===== config.mk =====
export PLATFORM = sky130hd
export DESIGN_NAME = cjk_glyph_atlas_locator_unit
export DESIGN_NICKNAME = d
export VERILOG_FILES = /design/src/hw/rtl/cgal_pkg.sv /design/src/hw/rtl/cgal_decode.sv /design/src/hw/rtl/cgal_collapse.sv /design/src/hw/rtl/cgal_locate.sv /design/src/hw/rtl/cgal_texel.sv /design/src/hw/rtl/cjk_glyph_atlas_locator_unit.sv
export SDC_FILE = /design/constraint.sdc
export NUM_CORES = 1
export LEC_CHECK = 0
export ABC_CLOCK_PERIOD_IN_PS = 8800
export BUFFER_PORTS_ARGS = -buffer_cell sky130_fd_sc_hd__clkbuf_2
export CORE_UTILIZATION = 29
export DETAILED_ROUTE_END_ITERATION = 10
export GPL_ROUTABILITY_DRIVEN = 0
export GPL_TIMING_DRIVEN = 1
export SLEW_MARGIN = 20
export SYNTH_ARGS = -nofsm -noshare
export SYNTH_HDL_FRONTEND = slang
export SYNTH_SLANG_ARGS = --single-unit

===== constraint.sdc =====
create_clock -name clock -period 8.8 [get_ports clock]
set_clock_uncertainty 0.2 [all_clocks]
set_input_delay 0 -clock clock [delete_from_list [all_inputs] [get_ports clock]]
set_output_delay 0 -clock clock [all_outputs]
set_load 0.03 [all_outputs]

===== src/hw/rtl/cgal_pkg.sv =====
// Shared types and constants for the glyph atlas locator pipeline.
package cgal_pkg;

   typedef enum logic [1:0] {
      MODE_WESTERN = 2'd0,
      MODE_KOREAN  = 2'd1,
      MODE_BIG5    = 2'd2,
      MODE_SJIS    = 2'd3
   } mode_type;

   localparam logic [1:0] CSR_LANGUAGE_MODE   = 2'd0;
   localparam logic [1:0] CSR_ACROSS_LOG2     = 2'd1;
   localparam logic [1:0] CSR_PAGES_LOADED    = 2'd2;
   localparam logic [1:0] CSR_LAST_PAGE_HALF  = 2'd3;

   localparam logic [7:0] KSC_LEAD_FIRST   = 8'hB0;
   localparam logic [7:0] KSC_LEAD_LAST    = 8'hC8;
   localparam logic [7:0] KSC_TRAIL_BASE   = 8'hA0;
   localparam logic [7:0] KSC_TRAIL_LAST   = 8'hFE;
   localparam logic [7:0] KSC_ROW_LEN      = 8'd96;

   localparam logic [7:0] BIG5_LEAD_FIRST  = 8'hA1;
   localparam logic [7:0] BIG5_LEAD_GAP_LO = 8'hC6;
   localparam logic [7:0] BIG5_LEAD_GAP_HI = 8'hC9;
   localparam logic [7:0] BIG5_LEAD_LAST   = 8'hF9;
   localparam logic [7:0] BIG5_TRAIL_GAP_LO = 8'h7E;
   localparam logic [7:0] BIG5_TRAIL_GAP_HI = 8'hA1;
   localparam logic [7:0] BIG5_TRAIL_LAST  = 8'hFE;
   localparam logic [7:0] BIG5_TRAIL_FOLD  = 8'h60;
   localparam logic [7:0] BIG5_TRAIL_SKIP  = 8'h20;
   localparam logic [7:0] BIG5_ROW_LEN     = 8'd160;

   localparam logic [7:0] SJIS_LEAD_FIRST  = 8'h81;
   localparam logic [7:0] SJIS_LEAD_GAP_LO = 8'h9F;
   localparam logic [7:0] SJIS_LEAD_GAP_HI = 8'hE0;
   localparam logic [7:0] SJIS_LEAD_LAST   = 8'hEF;
   localparam logic [7:0] SJIS_LEAD_FOLD   = 8'h5F;
   localparam logic [7:0] SJIS_LEAD_SKIP   = 8'h40;
   localparam logic [7:0] SJIS_TRAIL_GAP_LO = 8'h7E;
   localparam logic [7:0] SJIS_TRAIL_GAP_HI = 8'h80;
   localparam logic [7:0] SJIS_TRAIL_LAST  = 8'hFC;
   localparam logic [7:0] SJIS_ROW_LEN     = 8'd188;

   localparam logic [7:0] TRAIL_BASE       = 8'h40;

   localparam logic [11:0] TEXELS          = 12'd1024;

   typedef struct packed {
      logic valid;
      logic load;
   } stage_ctl_type;

   typedef struct packed {
      logic       ok;
      mode_type   mode;
      logic [6:0] lead_off;
      logic [7:0] trail_off;
      logic [7:0] western;
   } dec_type;

   typedef struct packed {
      logic        asian;
      mode_type    mode;
      logic [13:0] idx;
      logic [7:0]  western;
   } col_type;

   typedef struct packed {
      logic        asian;
      mode_type    mode;
      logic [13:0] idx;
      logic [3:0]  page;
      logic [5:0]  col;
      logic [5:0]  row;
      logic        half;
      logic        lg6;
      logic [7:0]  western;
   } loc_type;

   typedef struct packed {
      logic        is_asian;
      logic [13:0] collapsed_index;
      logic [3:0]  page_index;
      logic [5:0]  glyph_column;
      logic [5:0]  glyph_row;
      logic [10:0] s_left;
      logic [10:0] t_top;
      logic [10:0] s_right;
      logic [10:0] t_bottom;
      logic [7:0]  western_index;
   } rsp_type;

endpackage


===== src/hw/rtl/cgal_decode.sv =====
// Stage one: validate lead and trail bytes per language mode and offset them.
module cgal_decode
   import cgal_pkg::*;
(
   input  logic          clock,
   input  logic          reset,
   input  stage_ctl_type ctl,
   input  logic [15:0]   char_code,
   input  mode_type      mode,
   input  logic [3:0]    pages_loaded,
   output logic          valid,
   output dec_type       data
);

   logic       valid_ff;
   dec_type    data_ff;
   dec_type    data_in;
   logic [7:0] hi;
   logic [7:0] lo;
   logic [7:0] lead_diff;
   logic [7:0] trail_diff;
   logic       hok;
   logic       lok;

   assign hi = char_code[15:8];
   assign lo = char_code[7:0];

   always_comb begin
      lead_diff  = 8'd0;
      trail_diff = 8'd0;
      hok        = 1'b0;
      lok        = 1'b0;
      unique case (mode)
         MODE_KOREAN: begin
            hok        = (hi >= KSC_LEAD_FIRST) && (hi <= KSC_LEAD_LAST);
            lok        = (lo > KSC_TRAIL_BASE) && (lo <= KSC_TRAIL_LAST);
            lead_diff  = hi - KSC_LEAD_FIRST;
            trail_diff = lo - KSC_TRAIL_BASE;
         end
         MODE_BIG5: begin
            hok = ((hi >= BIG5_LEAD_FIRST) && (hi <= BIG5_LEAD_GAP_LO)) ||
                  ((hi >= BIG5_LEAD_GAP_HI) && (hi <= BIG5_LEAD_LAST));
            lok = ((lo >= TRAIL_BASE) && (lo <= BIG5_TRAIL_GAP_LO)) ||
                  ((lo >= BIG5_TRAIL_GAP_HI) && (lo <= BIG5_TRAIL_LAST));
            lead_diff  = hi - BIG5_LEAD_FIRST;
            trail_diff = lo - TRAIL_BASE;
            if (trail_diff >= BIG5_TRAIL_FOLD) begin
               trail_diff = trail_diff - BIG5_TRAIL_SKIP;
            end
         end
         MODE_SJIS: begin
            hok = ((hi >= SJIS_LEAD_FIRST) && (hi <= SJIS_LEAD_GAP_LO)) ||
                  ((hi >= SJIS_LEAD_GAP_HI) && (hi <= SJIS_LEAD_LAST));
            lok = ((lo >= TRAIL_BASE) && (lo <= SJIS_TRAIL_GAP_LO)) ||
                  ((lo >= SJIS_TRAIL_GAP_HI) && (lo <= SJIS_TRAIL_LAST));
            lead_diff  = hi - SJIS_LEAD_FIRST;
            trail_diff = lo - TRAIL_BASE;
            if (trail_diff >= TRAIL_BASE) begin
               trail_diff = trail_diff - 8'd1;
            end
            if (lead_diff >= SJIS_LEAD_FOLD) begin
               lead_diff = lead_diff - SJIS_LEAD_SKIP;
            end
         end
         MODE_WESTERN: begin
            hok = 1'b0;
            lok = 1'b0;
         end
      endcase
      data_in.ok        = hok && lok && (pages_loaded != 4'd0);
      data_in.mode      = mode;
      data_in.lead_off  = lead_diff[6:0];
      data_in.trail_off = trail_diff;
      data_in.western   = lo;
   end

   always_ff @(posedge clock) begin
      if (reset) begin
         valid_ff <= 1'b0;
      end else if (ctl.load) begin
         valid_ff <= ctl.valid;
      end
   end

   always_ff @(posedge clock) begin
      if (ctl.load) begin
         data_ff <= data_in;
      end
   end

   assign valid = valid_ff;
   assign data  = data_ff;

endmodule


===== src/hw/rtl/cgal_collapse.sv =====
// Stage two: fold lead and trail offsets into one dense glyph index.
module cgal_collapse
   import cgal_pkg::*;
(
   input  logic          clock,
   input  logic          reset,
   input  stage_ctl_type ctl,
   input  dec_type       src,
   output logic          valid,
   output col_type       data
);

   logic        valid_ff;
   col_type     data_ff;
   col_type     data_in;
   logic [7:0]  row_len;
   logic [14:0] product;
   logic [14:0] sum;

   always_comb begin
      unique case (src.mode)
         MODE_KOREAN:  row_len = KSC_ROW_LEN;
         MODE_BIG5:    row_len = BIG5_ROW_LEN;
         MODE_SJIS:    row_len = SJIS_ROW_LEN;
         MODE_WESTERN: row_len = 8'd0;
      endcase
      product         = {8'd0, src.lead_off} * {7'd0, row_len};
      sum             = product + {7'd0, src.trail_off};
      data_in.asian   = src.ok && (sum != 15'd0);
      data_in.mode    = src.mode;
      data_in.idx     = sum[13:0];
      data_in.western = src.western;
   end

   always_ff @(posedge clock) begin
      if (reset) begin
         valid_ff <= 1'b0;
      end else if (ctl.load) begin
         valid_ff <= ctl.valid;
      end
   end

   always_ff @(posedge clock) begin
      if (ctl.load) begin
         data_ff <= data_in;
      end
   end

   assign valid = valid_ff;
   assign data  = data_ff;

endmodule


===== src/hw/rtl/cgal_locate.sv =====
// Stage three: split the glyph index into page, column and row.
module cgal_locate
   import cgal_pkg::*;
(
   input  logic          clock,
   input  logic          reset,
   input  stage_ctl_type ctl,
   input  col_type       src,
   input  logic [2:0]    across_log2,
   input  logic [3:0]    pages_loaded,
   input  logic          last_page_half,
   output logic          valid,
   output loc_type       data
);

   logic       valid_ff;
   loc_type    data_ff;
   loc_type    data_in;
   logic       lg6;
   logic [3:0] page_raw;
   logic [3:0] page;

   always_comb begin
      lg6      = across_log2 > 3'd5;
      page_raw = lg6 ? {2'b00, src.idx[13:12]} : src.idx[13:10];
      page     = (page_raw >= pages_loaded) ? 4'd0 : page_raw;
      data_in.asian   = src.asian;
      data_in.mode    = src.mode;
      data_in.lg6     = lg6;
      data_in.western = src.western;
      if (src.asian) begin
         data_in.idx  = src.idx;
         data_in.page = page;
         data_in.col  = lg6 ? src.idx[5:0] : {1'b0, src.idx[4:0]};
         data_in.row  = lg6 ? src.idx[11:6] : {1'b0, src.idx[9:5]};
         data_in.half = last_page_half && (page == (pages_loaded - 4'd1));
      end else begin
         data_in.idx  = 14'd0;
         data_in.page = 4'd0;
         data_in.col  = 6'd0;
         data_in.row  = 6'd0;
         data_in.half = 1'b0;
      end
   end

   always_ff @(posedge clock) begin
      if (reset) begin
         valid_ff <= 1'b0;
      end else if (ctl.load) begin
         valid_ff <= ctl.valid;
      end
   end

   always_ff @(posedge clock) begin
      if (ctl.load) begin
         data_ff <= data_in;
      end
   end

   assign valid = valid_ff;
   assign data  = data_ff;

endmodule


===== src/hw/rtl/cgal_texel.sv =====
// Stage four: texel corners of the glyph cell, held as the output word.
module cgal_texel
   import cgal_pkg::*;
(
   input  logic          clock,
   input  logic          reset,
   input  stage_ctl_type ctl,
   input  loc_type       src,
   output logic          valid,
   output rsp_type       data
);

   logic        valid_ff;
   rsp_type     data_ff;
   rsp_type     data_in;
   logic [2:0]  shift_s;
   logic [2:0]  shift_t;
   logic [11:0] col_w;
   logic [11:0] row_w;
   logic [11:0] s0;
   logic [11:0] t0;
   logic [11:0] s1;
   logic [11:0] t1;

   function automatic logic [10:0] sat_texel(input logic [11:0] v);
      logic [11:0] r;
      r = (v > TEXELS) ? TEXELS : v;
      return r[10:0];
   endfunction

   always_comb begin
      shift_s = src.lg6 ? 3'd4 : 3'd5;
      shift_t = shift_s + {2'b00, src.half};
      col_w   = {6'd0, src.col};
      row_w   = {6'd0, src.row};
      s0 = col_w << shift_s;
      t0 = row_w << shift_t;
      s1 = (col_w + 12'd1) << shift_s;
      t1 = (row_w + 12'd1) << shift_t;
      unique case (src.mode)
         MODE_BIG5: begin
            s0 = s0 + 12'd1;
            t0 = t0 + 12'd1;
         end
         MODE_SJIS: begin
            s1 = s1 - 12'd1;
            t1 = t1 - 12'd1;
         end
         MODE_KOREAN, MODE_WESTERN: begin
            s0 = s0;
         end
      endcase
      data_in.is_asian        = src.asian;
      data_in.collapsed_index = src.idx;
      data_in.page_index      = src.page;
      data_in.glyph_column    = src.col;
      data_in.glyph_row       = src.row;
      data_in.western_index   = src.western;
      if (src.asian) begin
         data_in.s_left   = sat_texel(s0);
         data_in.t_top    = sat_texel(t0);
         data_in.s_right  = sat_texel(s1);
         data_in.t_bottom = sat_texel(t1);
      end else begin
         data_in.s_left   = 11'd0;
         data_in.t_top    = 11'd0;
         data_in.s_right  = 11'd0;
         data_in.t_bottom = 11'd0;
      end
   end

   always_ff @(posedge clock) begin
      if (reset) begin
         valid_ff <= 1'b0;
      end else if (ctl.load) begin
         valid_ff <= ctl.valid;
      end
   end

   always_ff @(posedge clock) begin
      if (ctl.load) begin
         data_ff <= data_in;
      end
   end

   assign valid = valid_ff;
   assign data  = data_ff;

endmodule


===== src/hw/rtl/cjk_glyph_atlas_locator_unit.sv =====
// Top level of the glyph atlas locator: config registers and four-stage pipeline.
//
//   channel | direction | handshake             | word
//   req     | in        | req_valid/req_ready   | char_code
//   rsp     | out       | rsp_valid/rsp_ready   | atlas location and texel corners
//   csr     | in        | csr_write             | index, data (no read-back)
//
// One word per cycle sustained while rsp_ready stays high; each word passes through four
// register stages in order: decode, index multiply, page split, texel corners;
// the last stage is the output register.
// Reset clears all stage valid bits and loads config reset values.
// A low rsp_ready stalls the output; a stage loads while it is empty or the
// stage after it loads, so bubbles are squeezed out.
module cjk_glyph_atlas_locator_unit
   import cgal_pkg::*;
(
   input  logic        clock,
   input  logic        reset,
   input  logic        req_valid,
   output logic        req_ready,
   input  logic [15:0] req_char_code,
   output logic        rsp_valid,
   input  logic        rsp_ready,
   output logic        rsp_is_asian,
   output logic [13:0] rsp_collapsed_index,
   output logic [3:0]  rsp_page_index,
   output logic [5:0]  rsp_glyph_column,
   output logic [5:0]  rsp_glyph_row,
   output logic [10:0] rsp_s_left,
   output logic [10:0] rsp_t_top,
   output logic [10:0] rsp_s_right,
   output logic [10:0] rsp_t_bottom,
   output logic [7:0]  rsp_western_index,
   input  logic        csr_write,
   input  logic [1:0]  csr_index,
   input  logic [3:0]  csr_data
);

   mode_type      mode_ff;
   logic [2:0]    across_ff;
   logic [3:0]    pages_ff;
   logic          half_ff;

   stage_ctl_type ctl1;
   stage_ctl_type ctl2;
   stage_ctl_type ctl3;
   stage_ctl_type ctl4;
   logic          v1;
   logic          v2;
   logic          v3;
   logic          v4;
   logic          load1;
   logic          load2;
   logic          load3;
   logic          load4;
   dec_type       d1;
   col_type       d2;
   loc_type       d3;
   rsp_type       d4;

   always_ff @(posedge clock) begin
      if (reset) begin
         mode_ff   <= MODE_WESTERN;
         across_ff <= 3'd6;
         pages_ff  <= 4'd0;
         half_ff   <= 1'b1;
      end else if (csr_write) begin
         unique case (csr_index)
            CSR_LANGUAGE_MODE:  mode_ff   <= mode_type'(csr_data[1:0]);
            CSR_ACROSS_LOG2:    across_ff <= csr_data[2:0];
            CSR_PAGES_LOADED:   pages_ff  <= csr_data;
            CSR_LAST_PAGE_HALF: half_ff   <= csr_data[0];
         endcase
      end
   end

   assign load4 = !v4 || rsp_ready;
   assign load3 = !v3 || load4;
   assign load2 = !v2 || load3;
   assign load1 = !v1 || load2;

   assign ctl1 = '{valid: req_valid, load: load1};
   assign ctl2 = '{valid: v1, load: load2};
   assign ctl3 = '{valid: v2, load: load3};
   assign ctl4 = '{valid: v3, load: load4};

   assign req_ready = load1;

   cgal_decode u_decode (
      .clock        (clock),
      .reset        (reset),
      .ctl          (ctl1),
      .char_code    (req_char_code),
      .mode         (mode_ff),
      .pages_loaded (pages_ff),
      .valid        (v1),
      .data         (d1)
   );

   cgal_collapse u_collapse (
      .clock (clock),
      .reset (reset),
      .ctl   (ctl2),
      .src   (d1),
      .valid (v2),
      .data  (d2)
   );

   cgal_locate u_locate (
      .clock          (clock),
      .reset          (reset),
      .ctl            (ctl3),
      .src            (d2),
      .across_log2    (across_ff),
      .pages_loaded   (pages_ff),
      .last_page_half (half_ff),
      .valid          (v3),
      .data           (d3)
   );

   cgal_texel u_texel (
      .clock (clock),
      .reset (reset),
      .ctl   (ctl4),
      .src   (d3),
      .valid (v4),
      .data  (d4)
   );

   assign rsp_valid           = v4;
   assign rsp_is_asian        = d4.is_asian;
   assign rsp_collapsed_index = d4.collapsed_index;
   assign rsp_page_index      = d4.page_index;
   assign rsp_glyph_column    = d4.glyph_column;
   assign rsp_glyph_row       = d4.glyph_row;
   assign rsp_s_left          = d4.s_left;
   assign rsp_t_top           = d4.t_top;
   assign rsp_s_right         = d4.s_right;
   assign rsp_t_bottom        = d4.t_bottom;
   assign rsp_western_index   = d4.western_index;

`ifndef SYNTHESIS
   a_western_no_corners: assert property (@(posedge clock) disable iff (reset)
      rsp_valid && !rsp_is_asian |->
         (rsp_s_left == 11'd0) && (rsp_t_top == 11'd0) &&
         (rsp_s_right == 11'd0) && (rsp_t_bottom == 11'd0))
      else $error("western word carries texel corners");

   a_western_no_cell: assert property (@(posedge clock) disable iff (reset)
      rsp_valid && !rsp_is_asian |->
         (rsp_collapsed_index == 14'd0) && (rsp_page_index == 4'd0) &&
         (rsp_glyph_column == 6'd0) && (rsp_glyph_row == 6'd0))
      else $error("western word carries atlas cell");

   a_asian_nonzero_index: assert property (@(posedge clock) disable iff (reset)
      rsp_valid && rsp_is_asian |-> (rsp_collapsed_index != 14'd0))
      else $error("atlas glyph with zero index");

   a_asian_width: assert property (@(posedge clock) disable iff (reset)
      rsp_valid && rsp_is_asian |-> (rsp_s_left < rsp_s_right))
      else $error("glyph cell has no width");
`endif

endmodule

### Word-level counts from Yosys, hierarchy flattened

Index checks and enable logic that the tools add are counted.
Widths: inputs -> output; s select.

* output and inout bits: 85
* register bits: 191
* input port bits: 27
* logic and storage cells: 162

* shift operators: 4
* reductions and logical operators: 39
* eq/ne operators: 12
* add/sub/neg operators: 17
* bitwise logic cells: 1
* muxes and demuxes: 20
* $mul: 1
* order comparisons: 26

Operators by type and width (count)
* $ge 8x8->1 const B: 7
* $le 8x8->1 const B: 7
* $gt 12x11->1 const B: 4
* $mux 12: 4
* $mux 11: 4
* $ge 8x7->1 const B: 4
* $pmux 8 s4: 1
* $add 12x1->12 const B: 2
* $pmux 8 s3: 1
* $shl 12x3->12: 2
* $shl 6x3->12: 2
* $sub 12x1->12 const B: 2
* $pmux 7 s3: 1
* $eq 2x2->1 const B: 8
* $mux 8: 2
* $sub 8x8->8 const B: 2
* $add 15x8->15: 1
* $mul 7x8->15: 1
* $reduce_bool 15->1: 1
* $add 6x1->7 const B: 2
* $sub 7x6->7 const B: 2
* $logic_and 1x1->1: 13
* $reduce_and 2->1: 5
* $gt 8x8->1 const B: 1
* 22 further kinds: 41

### Longest topological paths before layout

* depth after elaboration: 7
* depth in mapped cells: 19
* gate-level depth less buffers: 18

### Cells and area by module

Synthesis repeated with hierarchy kept, for this count alone.

* cell total of the unflattened synthesis: 962
* area, all modules: 10575.1 sq um

Modules (own cells, without submodules)
* cgal_texel: area each 3811.2 sq um, cells an instance 346, times used 1
* cgal_collapse: area each 2436.1 sq um, cells an instance 226, times used 1
* cgal_decode: area each 2107.0 sq um, cells an instance 211, times used 1
* cgal_locate: area each 1750.4 sq um, cells an instance 131, times used 1
* cjk_glyph_atlas_locator_unit: area each 470.5 sq um, cells an instance 48, times used 1

### Least setup slack after synthesis

Ideal clock, no wire load.

* path kind: reg2reg
* start: register u_decode.data_ff, in the netlist u_decode.data[24]
* end: register u_collapse.data_ff, in the netlist u_collapse.data[24], data pin
* setup time: 0.267 ns
* cell stages (with the launch flop): 20
* clock period less this slack: 5.322 ns
* setup slack: 3.478 ns
* data arrival time: 4.854 ns
* required time: 8.333 ns
* path buffers: 2
* path through: edfxtp_1 clkbuf_1 clkbuf_1 nand3_1 inv_1 fa_1 inv_1 fa_1 inv_1 fa_1 inv_1 fa_1 inv_1 ha_1 a21o_1 a31o_2 a311oi_1 xnor2_1 nor4bb_1 a21boi_0

RTL lines
* from (decl): line cgal_decode.sv:16 `dec_type data_ff;`
* from (signal assigned): line cgal_decode.sv:87 `data_ff <= data_in;`
* to (signal assigned): line cgal_collapse.sv:45 `data_ff <= data_in;`
* to (decl): line cgal_collapse.sv:14 `col_type data_ff;`

==> impl.org <==
** Status
- Status :: complete, no violations

** Timing
- Once routing completed, OpenROAD measured the worst setup slack at 3160 ps.
- Setup violations remaining at the end of the flow were counted as 0.
- Static timing analysis puts the maximum clock frequency at 177 MHz.
- Final clock period utilization by the worst path :: 0.641
- Setup repair after global routing left no endpoint under its margin.
- Rel. slew slack :: 0.314
- After routing, the total negative slack on setup checks comes to 0 ps.
- The number of max-slew violations in the final report was 0.
- Final hold slack :: 83.5 ps
- For the pin with the worst max-slew slack, the measured transition is 1030 ps.
- Time the final worst path needs with I/O delays and setup :: 5640 ps
- Number of endpoints with negative hold slack in the final report :: 0

** Global routing
- The first global-routing pass estimated 34.3 mm of wire.
- Antenna violations before repair :: 1
- Overflow after GRT :: 0
- Pin count of the biggest net entering global routing :: 60
- Global Route Usage Sum :: 0.121
- The via count of the first global-routing pass came to 6689.

** Drt
- The first TritonRoute pass finished after 5 iterations.
- Across all layers, the routed design uses 7034 vias.
- Detail-routed via count per cell :: 4.66
- Detail-routed net length per standard cell :: 14.0 um
- The final layout contains routed wiring with a total length of 21.1 mm.
- DRC violations left :: 0
- The detailed router finished its first iteration with 424 violations.
- The count of nets left with antenna violations once routing finished came out at 0.

** Placement
- Count of port buffers added during placement :: 105
- In this run, placement finished with an instance count of 1440.
- Timing analysis after detailed placement gives a worst setup slack of 3210 ps.
- Summed over all nets, the half-perimeter wirelength after detailed placement is 15.6 mm.

** Finish
- Footprint of the multi-input gates :: 0.00468 mm^2
- Count of nets after finishing :: 1156
- Across the whole layout, storage elements account for 0.00491 mm^2.
- The layout has 3533 filler cells.
- Count of non-filler cells in the finished layout :: 1510
- Area growth from synthesis to final layout :: 17.6%
- Antenna Diode Count :: 0
- Proportion of layout cells with a drive suffix above 1 :: 0.178

** Die
- Measured along the y axis, the die boundary spans 190 um.
- The core region is 0.0345 mm^2.
- The initialized floorplan defines 68 standard-cell rows.
- Measured along the x axis, the die boundary spans 190 um.
- Number of top-level pins :: 112
- Initial Utilization :: 0.295
- Die ar. :: 0.0359 mm^2

** Clocking
- Register clock-pin slew on the reported worst setup and hold paths :: 60 ps
- Counting every sink on the clock net gives 168.
- TritonCTS buffer count :: 17
- CTS placed an instance of clkbuf_16 at the clock tree root.
- Number of instances resized during post-cts repair :: 0
- TritonCTS built the clock tree.
- Maximum buffer depth of the clock tree :: 2
- Clk Latency, worst-skew pair :: 430 ps
- Clock H-tree levels :: 4

** Yosys
- The most used flip-flop cell after synthesis is edfxtp_1.
- Synthesis handed over a netlist of 917 instances.
- Warning count from the yosys run :: 0
- Share of synthesized flip-flops with an asynchronous set or reset :: 0
- Number of library cell types mapped by synthesis :: 90
- Flip-flop and latch count after synthesis :: 168
- Part of the Yosys area used for sequential elements :: 0.482
- Each instance of the synthesized netlist takes up on average 11.1 um^2.
- Counting flops with a built-in enable in the synthesized netlist gives 155.
- Summing every instance area after synthesis gives 0.0102 mm^2.

** Critical path
- Endpoint kind of the worst setup timing path :: flip-flop
- Required @ worst endpoint :: 8770 ps
- STA classifies the critical path startpoint as a flip-flop.
- In this run the worst path has a maximum fanout of 22.
- Data arrives at the worst endpoint at 5610 ps.
- The worst setup path is of the flip-flop to flip-flop kind.

** Power and ir drop
- Static leakage :: 0.00523 uW
- VDD sags by at most 0.130 mV.
- Power spread over the standard cell area amounts to 147 mW/mm^2.

** Min path
- Min-delay worst type :: primary input to flip-flop

** Run
- Number of max-cap violations :: 0
==> stage by stage <==
stage | utilization | area (um^2) | power, uW
floorplan | - | 10200 | 1010
CTS | 0.347 | 12000 | 1790
global route | 0.347 | 12000 | 1840
global placement | 0.320 | 11000 | 1050
finish | 0.347 | 12000 | 1770
detailed placement | 0.320 | 11000 | 1050
==> Yosys cell counts (all sizes together), types with 13 or more instances <==
library cell,n,area share
and2,22,0.014
ha,65,0.080
edfxtp,155,0.46
fa,22,0.043
o21ai,37,0.018
mux2i,21,0.021
clkbuf,20,0.0083
dfxtp,13,0.026
xnor2,29,0.026
nand2,64,0.024
nand3,15,0.0079
a21oi,44,0.023
buf,28,0.022
and3,18,0.012
nor3,32,0.019
nand2b,13,0.0080
nor2,74,0.027
inv,83,0.031
==> critical path, cell delays in order, from the launching register on <==
cell and delay, ps:
edfxtp_1 630, nor2b_1 460, nand2_1 140, fa_1 490
fa_1 490, inv_1 50, fa_1 530, inv_1 60
fa_1 520, inv_1 40, ha_1 350, a21o_1 200
a31o_2 210, a311oi_1 470, xnor2_1 150, nor4bb_1 250
a21boi_0 120
==> layer usage <==
metal,GRT usage,routed length [um],up-vias
li1,-,-,3518
met1,0.157,9880,3331
met2,0.198,9960,160
met3,0.0279,942,23
met4,0.0372,278,2
met5,0,13,-
==> placed cells by master, fill, tap and decap left out, types with 6 or more instances in the layout <==
cell type / count
inv_1: 80
a21boi_0: 6
nand2b_1: 13
clkbuf_2: 105
nor2_1: 74
buf_4: 6
a21o_1: 8
edfxtp_1: 155
dlygate4sd3_1: 38
a21oi_1: 43
nand2_1: 63
xor2_1: 11
mux2i_1: 21
nor3_1: 26
a31oi_1: 11
and3_1: 16
ha_1: 65
dfxtp_1: 13
nor2b_1: 10
nor3_2: 6
clkbuf_16: 17
fa_1: 22
xnor2_1: 28
nand3_1: 14
conb_1: 6
o21ai_0: 34
nand3b_1: 7
and2_1: 20
==> logic make-up after synthesis <==
group / share of synthesized area
and+or+nand+nor: 0.149
AOI/OAI and AO/OA: 0.120
DFF: 0.482
buffers and inverters: 0.0616
adders and majority gates: 0.123
xor gates and xnor gates: 0.0351
muxes: 0.0291
other: 0.000368
==> power by group <==
group          switching [uW]  total [uW]  leakage (uW)  internal, uW
Combinational            90.5         148       0.00299          57.8
Clock                     314         721      0.000290           407
Sequential               14.4         899       0.00195           885
Total                     419        1770       0.00523          1350
==> path summary, 6_finish.rpt <==
check,start,end,slack (ps),depth (start not counted)
worst min register to register,u_collapse.data[5],u_locate.data[5],210,0
worst max register to register,u_decode.data[24],u_collapse.data[24],3160,16
worst min-delay path,req_char_code[13],u_decode.data[21],80,5
worst max-delay path,u_decode.data[24],u_collapse.data[24],3160,16
==> repair_timing <==
action                    CTS  global route
hold buffers               38             0
hold endpoints to repair   42             0
buffers inserted            0             0
==> cell type report <==
type,count,share of cell area
sequential,168,0.410
multi-input combinational,622,0.390
inverter,84,0.0263
clock inverter,13,0.00991
tap,455,0.0475
timing repair buffer,149,0.0793
clock buffer,19,0.0378
==> registers in the layout (all words and copies together) (netlist names) <==
signal,count
u_texel.valid,1
u_collapse.data,25
u_collapse.valid,1
u_texel.data,66
u_decode.valid,1
pages_ff,4
u_locate.data,38
across_ff,2
u_decode.data,26
u_locate.valid,1
mode_ff,2
half_ff,1
No activity file was read; power rests on OpenSTA's default activity.
